<file path="config.mk">
export PLATFORM = sky130hd
export DESIGN_NAME = stereo_pcm_smooth_fade_limit_unit
export DESIGN_NICKNAME = d
export VERILOG_FILES = /design/src/rtl/core/spsfl_pkg.sv /design/src/rtl/core/spsfl_ctrl.sv /design/src/rtl/core/spsfl_dp.sv /design/src/rtl/core/stereo_pcm_smooth_fade_limit_unit.sv
export SDC_FILE = /design/constraint.sdc
export NUM_CORES = 2
export LEC_CHECK = 0
export BUFFER_PORTS_ARGS = -buffer_cell sky130_fd_sc_hd__clkbuf_2
export CORE_ASPECT_RATIO = 0.6
export CORE_MARGIN = 5
export CORE_UTILIZATION = 60
export DETAILED_ROUTE_END_ITERATION = 7
export PLACE_DENSITY_LB_ADDON = 0.08
export SETUP_SLACK_MARGIN = 0.05
export SYNTH_ARGS = -nofsm -noshare
export SYNTH_HDL_FRONTEND = slang
export SYNTH_SLANG_ARGS = --single-unit
</file>
<file path="constraint.sdc">
create_clock -name clk -period 12.8 [get_ports clk]
set_input_delay 3.84 -clock clk [delete_from_list [all_inputs] [get_ports clk]]
set_output_delay 3.84 -clock clk [all_outputs]
set_load 0.05 [all_outputs]
</file>
<file path="src/rtl/core/spsfl_pkg.sv">
// Shared types and constants for the stereo PCM smooth/fade/limit block.
`default_nettype none
package spsfl_pkg;

  // Sample and port widths
  localparam int SAMPLE_W = 16;
  localparam int CFG_W    = 22;
  localparam int TDATA_W  = 2 * SAMPLE_W;

  // Soft knee: above KNEE_START the excess is divided by 6 through a
  // reciprocal multiply (43691 / 2^18), exact for excess below 2^17.
  localparam logic [SAMPLE_W-1:0] KNEE_START = 16'd26000;
  localparam int                  KNEE_T_W   = 13;
  localparam logic [15:0]         KNEE_RECIP = 16'd43691;
  localparam int                  KNEE_SHIFT = 18;
  localparam int                  KPROD_W    = KNEE_T_W + 16;

  // Commands from the controller to the datapath
  typedef struct packed {
    logic load;      // capture input transaction, update clip state
    logic mul;       // fade multiply, load divider
    logic div_step;  // one restoring-divider iteration
    logic knee_mul;  // knee excess times reciprocal
    logic knee_fin;  // knee add, sign restore
    logic out_load;  // move result into output register
  } spsfl_cmd_t;

endpackage
`default_nettype wire

</file>
<file path="src/rtl/core/spsfl_ctrl.sv">
// Sequencer for one frame: accept, multiply, divide, knee, hand off.
`default_nettype none
module spsfl_ctrl #(
  parameter int PW = 24
) (
  input  wire                     clk,
  input  wire                     rst_n,
  input  wire                     in_tvalid,
  output logic                    in_tready,
  output logic                    out_tvalid,
  input  wire                     out_tready,
  output spsfl_pkg::spsfl_cmd_t   cmd
);
  import spsfl_pkg::*;

  localparam int CNTW = (PW > 1) ? $clog2(PW) : 1;

  localparam logic [2:0] S_IDLE = 3'd0;
  localparam logic [2:0] S_MUL  = 3'd1;
  localparam logic [2:0] S_DIV  = 3'd2;
  localparam logic [2:0] S_KN1  = 3'd3;
  localparam logic [2:0] S_KN2  = 3'd4;
  localparam logic [2:0] S_HOLD = 3'd5;

  logic [2:0]      state_r, state_nxt;
  logic [CNTW-1:0] cnt_r, cnt_nxt;
  logic            ovalid_r, ovalid_nxt;

  // Next state and commands
  always_comb begin
    state_nxt = state_r;
    cnt_nxt   = cnt_r;
    cmd       = '0;
    unique case (state_r)
      S_IDLE: begin
        if (in_tvalid) begin
          cmd.load  = 1'b1;
          state_nxt = S_MUL;
        end
      end
      S_MUL: begin
        cmd.mul   = 1'b1;
        cnt_nxt   = '0;
        state_nxt = S_DIV;
      end
      S_DIV: begin
        cmd.div_step = 1'b1;
        cnt_nxt      = cnt_r + 1'b1;
        if (cnt_r == CNTW'(PW - 1)) begin
          state_nxt = S_KN1;
        end
      end
      S_KN1: begin
        cmd.knee_mul = 1'b1;
        state_nxt    = S_KN2;
      end
      S_KN2: begin
        cmd.knee_fin = 1'b1;
        state_nxt    = S_HOLD;
      end
      S_HOLD: begin
        if (!ovalid_r || out_tready) begin
          cmd.out_load = 1'b1;
          state_nxt    = S_IDLE;
        end
      end
      default: state_nxt = S_IDLE;
    endcase
  end

  // Output valid flag
  always_comb begin
    ovalid_nxt = ovalid_r;
    if (cmd.out_load) begin
      ovalid_nxt = 1'b1;
    end else if (out_tready) begin
      ovalid_nxt = 1'b0;
    end
  end

  always_ff @(posedge clk) begin
    if (!rst_n) begin
      state_r  <= S_IDLE;
      cnt_r    <= '0;
      ovalid_r <= 1'b0;
    end else begin
      state_r  <= state_nxt;
      cnt_r    <= cnt_nxt;
      ovalid_r <= ovalid_nxt;
    end
  end

  assign in_tready  = (state_r == S_IDLE);
  assign out_tvalid = ovalid_r;

endmodule
`default_nettype wire

</file>
<file path="src/rtl/core/spsfl_dp.sv">
// Datapath: clip state, smoothing, fade multiply/divide, soft knee, output register.
`default_nettype none
module spsfl_dp #(
  parameter int FADE_MAX   = 128,
  parameter int MAX_FRAMES = 2097152,
  parameter int FW         = 8,
  parameter int PW         = 24
) (
  input  wire                              clk,
  input  wire                              rst_n,
  input  spsfl_pkg::spsfl_cmd_t            cmd,
  input  wire [spsfl_pkg::TDATA_W-1:0]     in_tdata,
  input  wire                              cfg_wr_en,
  input  wire [spsfl_pkg::CFG_W-1:0]       cfg_wr_data,
  output logic [spsfl_pkg::TDATA_W-1:0]    out_tdata,
  output logic                             out_tlast
);
  import spsfl_pkg::*;

  localparam int IW  = $clog2(MAX_FRAMES);
  localparam int CW0 = $clog2(MAX_FRAMES + 1);
  localparam int EW  = ((CW0 > CFG_W) ? CW0 : CFG_W) + 1;

  // Configuration and clip state
  logic [CFG_W-1:0]    frame_count_r;
  logic [IW-1:0]       idx_r;
  logic [SAMPLE_W-1:0] prev_r [2];

  // Per-frame working registers
  logic [16:0]         v_r     [2];
  logic                sign_r  [2];
  logic [PW-1:0]       dvd_r   [2];
  logic [FW-1:0]       rem_r   [2];
  logic [KPROD_W-1:0]  kprod_r [2];
  logic                over_r  [2];
  logic [SAMPLE_W-1:0] res_r   [2];
  logic [FW-1:0]       factor_r, divisor_r;
  logic                last_r;

  // Output register
  logic [TDATA_W-1:0]  odata_r;
  logic                olast_r;

  // Count clamp, fade length and fade factor
  logic [EW-1:0] cnt_ext, count_c, half_c, fade_ext, idx_ext, remain_c;
  logic [FW-1:0] fade_c, factor_c, divisor_c;
  logic          in_head, in_tail, last_c;

  always_comb begin
    cnt_ext = EW'(frame_count_r);
    if (cnt_ext == '0) begin
      count_c = EW'(1);
    end else if (cnt_ext > EW'(MAX_FRAMES)) begin
      count_c = EW'(MAX_FRAMES);
    end else begin
      count_c = cnt_ext;
    end
    half_c   = count_c >> 1;
    fade_ext = (half_c > EW'(FADE_MAX)) ? EW'(FADE_MAX) : half_c;
    fade_c   = fade_ext[FW-1:0];
    idx_ext  = EW'(idx_r);
    remain_c = (idx_ext < count_c) ? (count_c - idx_ext) : '0;
    in_head  = (fade_ext != '0) && (idx_ext < fade_ext);
    in_tail  = (fade_ext != '0) && ((idx_ext + fade_ext) >= count_c);
    last_c   = (idx_ext + EW'(1)) >= count_c;
    if (in_head) begin
      factor_c  = idx_ext[FW-1:0];
      divisor_c = fade_c;
    end else if (in_tail) begin
      factor_c  = remain_c[FW-1:0];
      divisor_c = fade_c;
    end else begin
      factor_c  = FW'(1);
      divisor_c = FW'(1);
    end
  end

  // Smoothing: (3x + prev) / 4, truncated toward zero
  logic [SAMPLE_W-1:0] x_c  [2];
  logic [18:0]         sum_c [2];
  logic [18:0]         adj_c [2];

  always_comb begin
    for (int k = 0; k < 2; k++) begin
      x_c[k]   = in_tdata[k*SAMPLE_W +: SAMPLE_W];
      sum_c[k] = {{3{x_c[k][15]}}, x_c[k]} + {{2{x_c[k][15]}}, x_c[k], 1'b0}
               + {{3{prev_r[k][15]}}, prev_r[k]};
      adj_c[k] = sum_c[k] + (sum_c[k][18] ? 19'd3 : 19'd0);
    end
  end

  // Fade multiply on magnitude, divider trial, knee terms
  logic [16:0]          mag_c   [2];
  logic [FW:0]          trial_c [2];
  logic                 qbit_c  [2];
  logic [SAMPLE_W-1:0]  q_c     [2];
  logic [KNEE_T_W-1:0]  t_c     [2];
  logic [SAMPLE_W-1:0]  kmag_c  [2];

  always_comb begin
    for (int k = 0; k < 2; k++) begin
      mag_c[k]   = v_r[k][16] ? (~v_r[k] + 17'd1) : v_r[k];
      trial_c[k] = {rem_r[k], dvd_r[k][PW-1]};
      qbit_c[k]  = (trial_c[k] >= {1'b0, divisor_r});
      q_c[k]     = dvd_r[k][SAMPLE_W-1:0];
      t_c[k]     = KNEE_T_W'(q_c[k] - KNEE_START);
      kmag_c[k]  = over_r[k]
                 ? (KNEE_START + SAMPLE_W'(kprod_r[k][KPROD_W-1:KNEE_SHIFT]))
                 : q_c[k];
    end
  end

  // Configuration register
  always_ff @(posedge clk) begin
    if (!rst_n) begin
      frame_count_r <= CFG_W'(1);
    end else if (cfg_wr_en) begin
      frame_count_r <= cfg_wr_data;
    end
  end

  // Clip position and previous raw samples
  always_ff @(posedge clk) begin
    if (!rst_n) begin
      idx_r <= '0;
      for (int k = 0; k < 2; k++) begin
        prev_r[k] <= '0;
      end
    end else if (cmd.load) begin
      if (last_c) begin
        idx_r <= '0;
        for (int k = 0; k < 2; k++) begin
          prev_r[k] <= '0;
        end
      end else begin
        idx_r <= idx_r + 1'b1;
        for (int k = 0; k < 2; k++) begin
          prev_r[k] <= x_c[k];
        end
      end
    end
  end

  // Per-frame pipeline registers
  always_ff @(posedge clk) begin
    if (cmd.load) begin
      factor_r  <= factor_c;
      divisor_r <= divisor_c;
      last_r    <= last_c;
    end
    for (int k = 0; k < 2; k++) begin
      if (cmd.load) begin
        v_r[k] <= adj_c[k][18:2];
      end
      if (cmd.mul) begin
        sign_r[k] <= v_r[k][16];
        dvd_r[k]  <= {{FW{1'b0}}, mag_c[k][SAMPLE_W-1:0]} * {{SAMPLE_W{1'b0}}, factor_r};
        rem_r[k]  <= '0;
      end else if (cmd.div_step) begin
        dvd_r[k] <= {dvd_r[k][PW-2:0], qbit_c[k]};
        rem_r[k] <= qbit_c[k] ? FW'(trial_c[k] - {1'b0, divisor_r}) : trial_c[k][FW-1:0];
      end
      if (cmd.knee_mul) begin
        over_r[k]  <= (q_c[k] > KNEE_START);
        kprod_r[k] <= {{16{1'b0}}, t_c[k]} * {{KNEE_T_W{1'b0}}, KNEE_RECIP};
      end
      if (cmd.knee_fin) begin
        res_r[k] <= sign_r[k] ? (~kmag_c[k] + 1'b1) : kmag_c[k];
      end
    end
  end

  // Output register
  always_ff @(posedge clk) begin
    if (cmd.out_load) begin
      odata_r <= {res_r[1], res_r[0]};
      olast_r <= last_r;
    end
  end

  assign out_tdata = odata_r;
  assign out_tlast = olast_r;

endmodule
`default_nettype wire

</file>
<file path="src/rtl/core/stereo_pcm_smooth_fade_limit_unit.sv">
// Top level of the stereo PCM smooth/fade/limit block.
//
// Usage: write the clip length (frames) on cfg_wr_data with cfg_wr_en while the
// block is idle, then stream one stereo frame per input transaction:
// in_tdata = {right_in, left_in}. Each frame gives one output transaction:
// out_tdata = {right_out, left_out}, out_tlast high on the final frame of the
// clip. Each channel is smoothed, faded in and out at the clip edges, and
// passed through a soft knee above magnitude 26000.
// Flow: one frame is handled at a time. A frame passes through the MUL, DIV,
// KN1, KN2 and HOLD states before the next is accepted; in DIV the fade divider
// retires one quotient bit per cycle, PW = 16 + clog2(FADE_MAX + 1) bits in all.
// Output becomes valid once the result is loaded into the output register.
// A one-entry output register lets the next frame be accepted and processed
// while a result waits; if the receiver still stalls when that frame is done,
// the block holds it and deasserts in_tready until the output drains.
// Reset (rst_n low, synchronous) sets the clip length to 1, clears the frame
// position and the previous samples, and empties the output register.
`default_nettype none
module stereo_pcm_smooth_fade_limit_unit #(
  parameter int FADE_MAX   = 128,
  parameter int MAX_FRAMES = 2097152
) (
  input  wire                              clk,
  input  wire                              rst_n,
  // fields from bit 0: left_in[15:0], right_in[31:16]
  input  wire [spsfl_pkg::TDATA_W-1:0]     in_tdata,
  input  wire                              in_tvalid,
  output logic                             in_tready,
  // fields from bit 0: left_out[15:0], right_out[31:16]
  output logic [spsfl_pkg::TDATA_W-1:0]    out_tdata,
  output logic                             out_tlast,
  output logic                             out_tvalid,
  input  wire                              out_tready,
  input  wire                              cfg_wr_en,
  input  wire [spsfl_pkg::CFG_W-1:0]       cfg_wr_data
);
  import spsfl_pkg::*;

  localparam int FW = $clog2(FADE_MAX + 1);
  localparam int PW = SAMPLE_W + FW;

  spsfl_cmd_t cmd;

  spsfl_ctrl #(
    .PW(PW)
  ) u_ctrl (
    .clk        (clk),
    .rst_n      (rst_n),
    .in_tvalid  (in_tvalid),
    .in_tready  (in_tready),
    .out_tvalid (out_tvalid),
    .out_tready (out_tready),
    .cmd        (cmd)
  );

  spsfl_dp #(
    .FADE_MAX   (FADE_MAX),
    .MAX_FRAMES (MAX_FRAMES),
    .FW         (FW),
    .PW         (PW)
  ) u_dp (
    .clk         (clk),
    .rst_n       (rst_n),
    .cmd         (cmd),
    .in_tdata    (in_tdata),
    .cfg_wr_en   (cfg_wr_en),
    .cfg_wr_data (cfg_wr_data),
    .out_tdata   (out_tdata),
    .out_tlast   (out_tlast)
  );

endmodule
`default_nettype wire
</file>
==> summary.md <==
| Metric | Value |
|---|---|
| Port buffer count | 93 |
| Die extent in y | 191.1 microns |
| Post-synth ARST share | 0% |
| Crit path capture type | flip-flop |
| Area Growth Syn to Fin | 7.729% |
| Post-Syn Area | 0.03278 sq mm |
| Wirelength, routed | 74.47 mm |
| Most used cell, CP | a21oi_1 |
| Crit path max-delay family | compound AO/OA/AOI/OAI gates |
| CTS sink count | 290 |
| Setup-failing EPs final | 0 |
| Vias | 24270 |
| Max-cap violations | 0 |
| Mapped Cells | 3416 |
| Crit-path max cell delay | 0.61 ns |
| Share of cells above drive strength 1 | 6.105% |
| TritonCTS clock tree | done |
| Post-synth EDFFs | 238 |
| Slowest cell on crit path | a2111oi_0 |
| Setup tns final | 0 ns |
| TritonCTS buffer count | 34 |
| Post_cts resized | 0 |
| First-pass GRT wire length | 125.9 mm |
| Htree depth | 2 |
| Synth warnings | 0 |
| Horiz. Die Dim | 311.8 microns |
| ANT nets after route | 0 |
| CTS root buf | clkbuf_16 |
| Clk buf depth | 3 |
| Initial antenna violation count | 0 |
| CTS Hold Bufs | 0 |
| Min-Delay Path Class | flip-flop to flip-flop |
| DPL Wire Length | 59.78 mm |
| Worst Max-Slew Pin Slew | 1.130 ns |
| Routability congestion estimate | 0.9288 |
| Fmax | 0.09616 GHz |
| Required @ worst endpoint | 13.07 ns |
| WL/cell | 17.52 microns |
| Worst-path fanout max | 7 |
| CTS clock-pin slew for the worst setup and hold paths | 0.06 ns |
| Slew headroom | 24.51% |
| Fin. Hold Viols | 0 |
| Worst clock skew | 0.02638 ns |
| Minimum clock period | 10.40 ns |
| FF+latch count, synth | 290 |
| Gr usage total | 25.46% |
| Top_reg_cell synth | edfxtp_1 |
| Commonest non-fill, non-tap cells in the layout | inv_1, ha_1, nand2_1 |
| Die area | 0.05956 sq mm |
| Startpoint types | input pin |
| Final core area utilization | 65.29% |
| Post-CTS Setup Bufs | 0 |
| Starting Density | 60.60% |
| Run status | finished, final reports clean |
| DR pass1 iterations | 6 |
| Final nets | 4293 |
| Vias in the first global route | 24950 |
| RSZ-0062 raised after global routing | no |
| Most common cell after layout, fill and taps aside | inv_1 |
| Initial DRC count | 1659 |
| CP arrival | 10.67 ns |
| Worst path bufs/invs | 1 |
| Period utilization | 81.24% |
| Gr ovfl total | 0 |
| Via/cell ratio | 5.709 |
| Mapped Avg Cell Area | 9.596 sq um |
| Register area share after synthesis | 24.98% |
| I/O pins | 94 |
| Pins Over Slew Limit | 0 |
| Clk Latency, worst-skew pair | 0.55 ns |
| Cell Rows | 66 |
| Core Area | 0.05409 sq mm |
| Crit path kind | input pin to flip-flop |
| Netlist cell types | 82 |
| Largest net degree at the start of global routing | 74 |
| Ant diodes | 0 |
| # DRC | 0 |
==> path summary, 6_finish.rpt <==
check	start	endpoint	slack (ns)	cells after the start
worst max-delay path	in_tdata[17]	u_dp.v_r[0][32]	2.40	29
worst min-delay path	u_dp.res_r[0][12]	out_tdata[12]	0.42	0
worst min register to register	u_dp.res_r[0][12]	out_tdata[12]	0.42	0
worst max register to register	u_dp.dvd_r[0][4]	u_dp.kprod_r[0][28]	5.05	25
==> cells in the mapped netlist, drive strengths merged, types with 19 or more instances <==
| master | number | area, sq um |
|---|---|---|
| xnor2 | 157 | 1375 |
| and2 | 141 | 882.1 |
| fa | 276 | 5525 |
| nor2 | 181 | 679.4 |
| o31ai | 31 | 237.7 |
| nor3 | 49 | 245.2 |
| a22o | 22 | 192.7 |
| a31oi | 19 | 118.9 |
| inv | 481 | 1805 |
| ha | 445 | 5568 |
| mux2i | 55 | 550.5 |
| nand2b | 41 | 256.5 |
| nor2b | 50 | 312.8 |
| o21a | 38 | 285.3 |
| a211oi | 24 | 197.7 |
| dfxtp | 52 | 1041 |
| nand2 | 318 | 1194 |
| clkbuf | 67 | 251.5 |
| o21bai | 22 | 165.2 |
| a21o | 53 | 397.9 |
| o21ai | 121 | 616.8 |
| a21oi | 138 | 690.7 |
| or3 | 28 | 185.2 |
| nand3 | 47 | 235.2 |
| edfxtp | 238 | 7147 |
| xor2 | 103 | 902.1 |
==> stage by stage <==
stage                     worst slack (ns)  area, sq um  hold WS [ns]  instances
after floorplan                      3.082        32870        0.4003       3440
after detailed placement             1.899        34100        0.4045       4191
final                                2.401        35310        0.4181       4252
after global placement               2.189        34100        0.4056       4191
after global routing                 1.720        35310        0.4332       4252
after CTS                            2.418        35310        0.4190       4252
==> registers in the layout, summed over array words and instances, names as in the netlist <==
register            count
u_dp.v_r               34
u_ctrl.out_tvalid       1
u_dp.last_r             1
u_dp.over_r             2
out_tdata              32
u_dp.factor_r           8
u_dp.prev_r            32
u_dp.sign_r             2
u_dp.res_r             32
u_ctrl.state_r          3
u_dp.frame_count_r     22
u_dp.rem_r             16
u_dp.idx_r             21
u_dp.kprod_r           22
u_dp.out_tlast          1
u_dp.divisor_r          8
u_dp.dvd_r             48
u_ctrl.cnt_r            5
==> cell type report <==
type | instances | area (sq um)
Fill cell | 4263 | 18780
Tap cell | 714 | 893.4
Clock buffer | 38 | 918.4
Inverter | 482 | 1809
Clock inverter | 23 | 291.5
Sequential cell | 290 | 8188
Timing Repair Buffer | 112 | 608.1
Multi-Input combinational cell | 2593 | 22610
==> worst register-to-register path: stages (launching register included) <==
cell and delay, ns:
edfxtp_1 0.54, inv_1 0.18, ha_1 0.29, nand2b_1 0.11, nor2b_1 0.24, o21ai_0 0.13
nor2b_1 0.17, xor2_1 0.36, ha_1 0.33, fa_1 0.55, fa_1 0.61, inv_1 0.12
fa_1 0.56, inv_1 0.06, fa_1 0.41, ha_1 0.20, or4_1 0.41, nor3_1 0.28
o211ai_1 0.14, a31oi_1 0.31, nor3b_1 0.14, o221ai_1 0.37, o21ai_1 0.22, o41a_1 0.43
nor4b_1 0.27, a311oi_1 0.09
==> kinds of logic after synthesis <==
group | after synthesis | synth area share, %
fa+ha+maj | 721 | 33.84
buf+inv | 557 | 6.378
other cells | 2 | 0.02291
xor+xnor | 260 | 6.947
flops | 290 | 24.98
mux | 64 | 1.989
simple gates | 957 | 14.40
compound gates | 565 | 11.45
==> metal layers <==
layer	global-route usage (%)	vias up	part of all wire, %
li1	-	11740	-
met1	38.02	11680	49
met2	38.61	763	42
met3	5.645	90	7.8
met4	4.836	0	1.6
met5	0	-	0
Power is not shown: default switching activity piles up to over one toggle a cycle in this logic, so the estimate is an artifact.
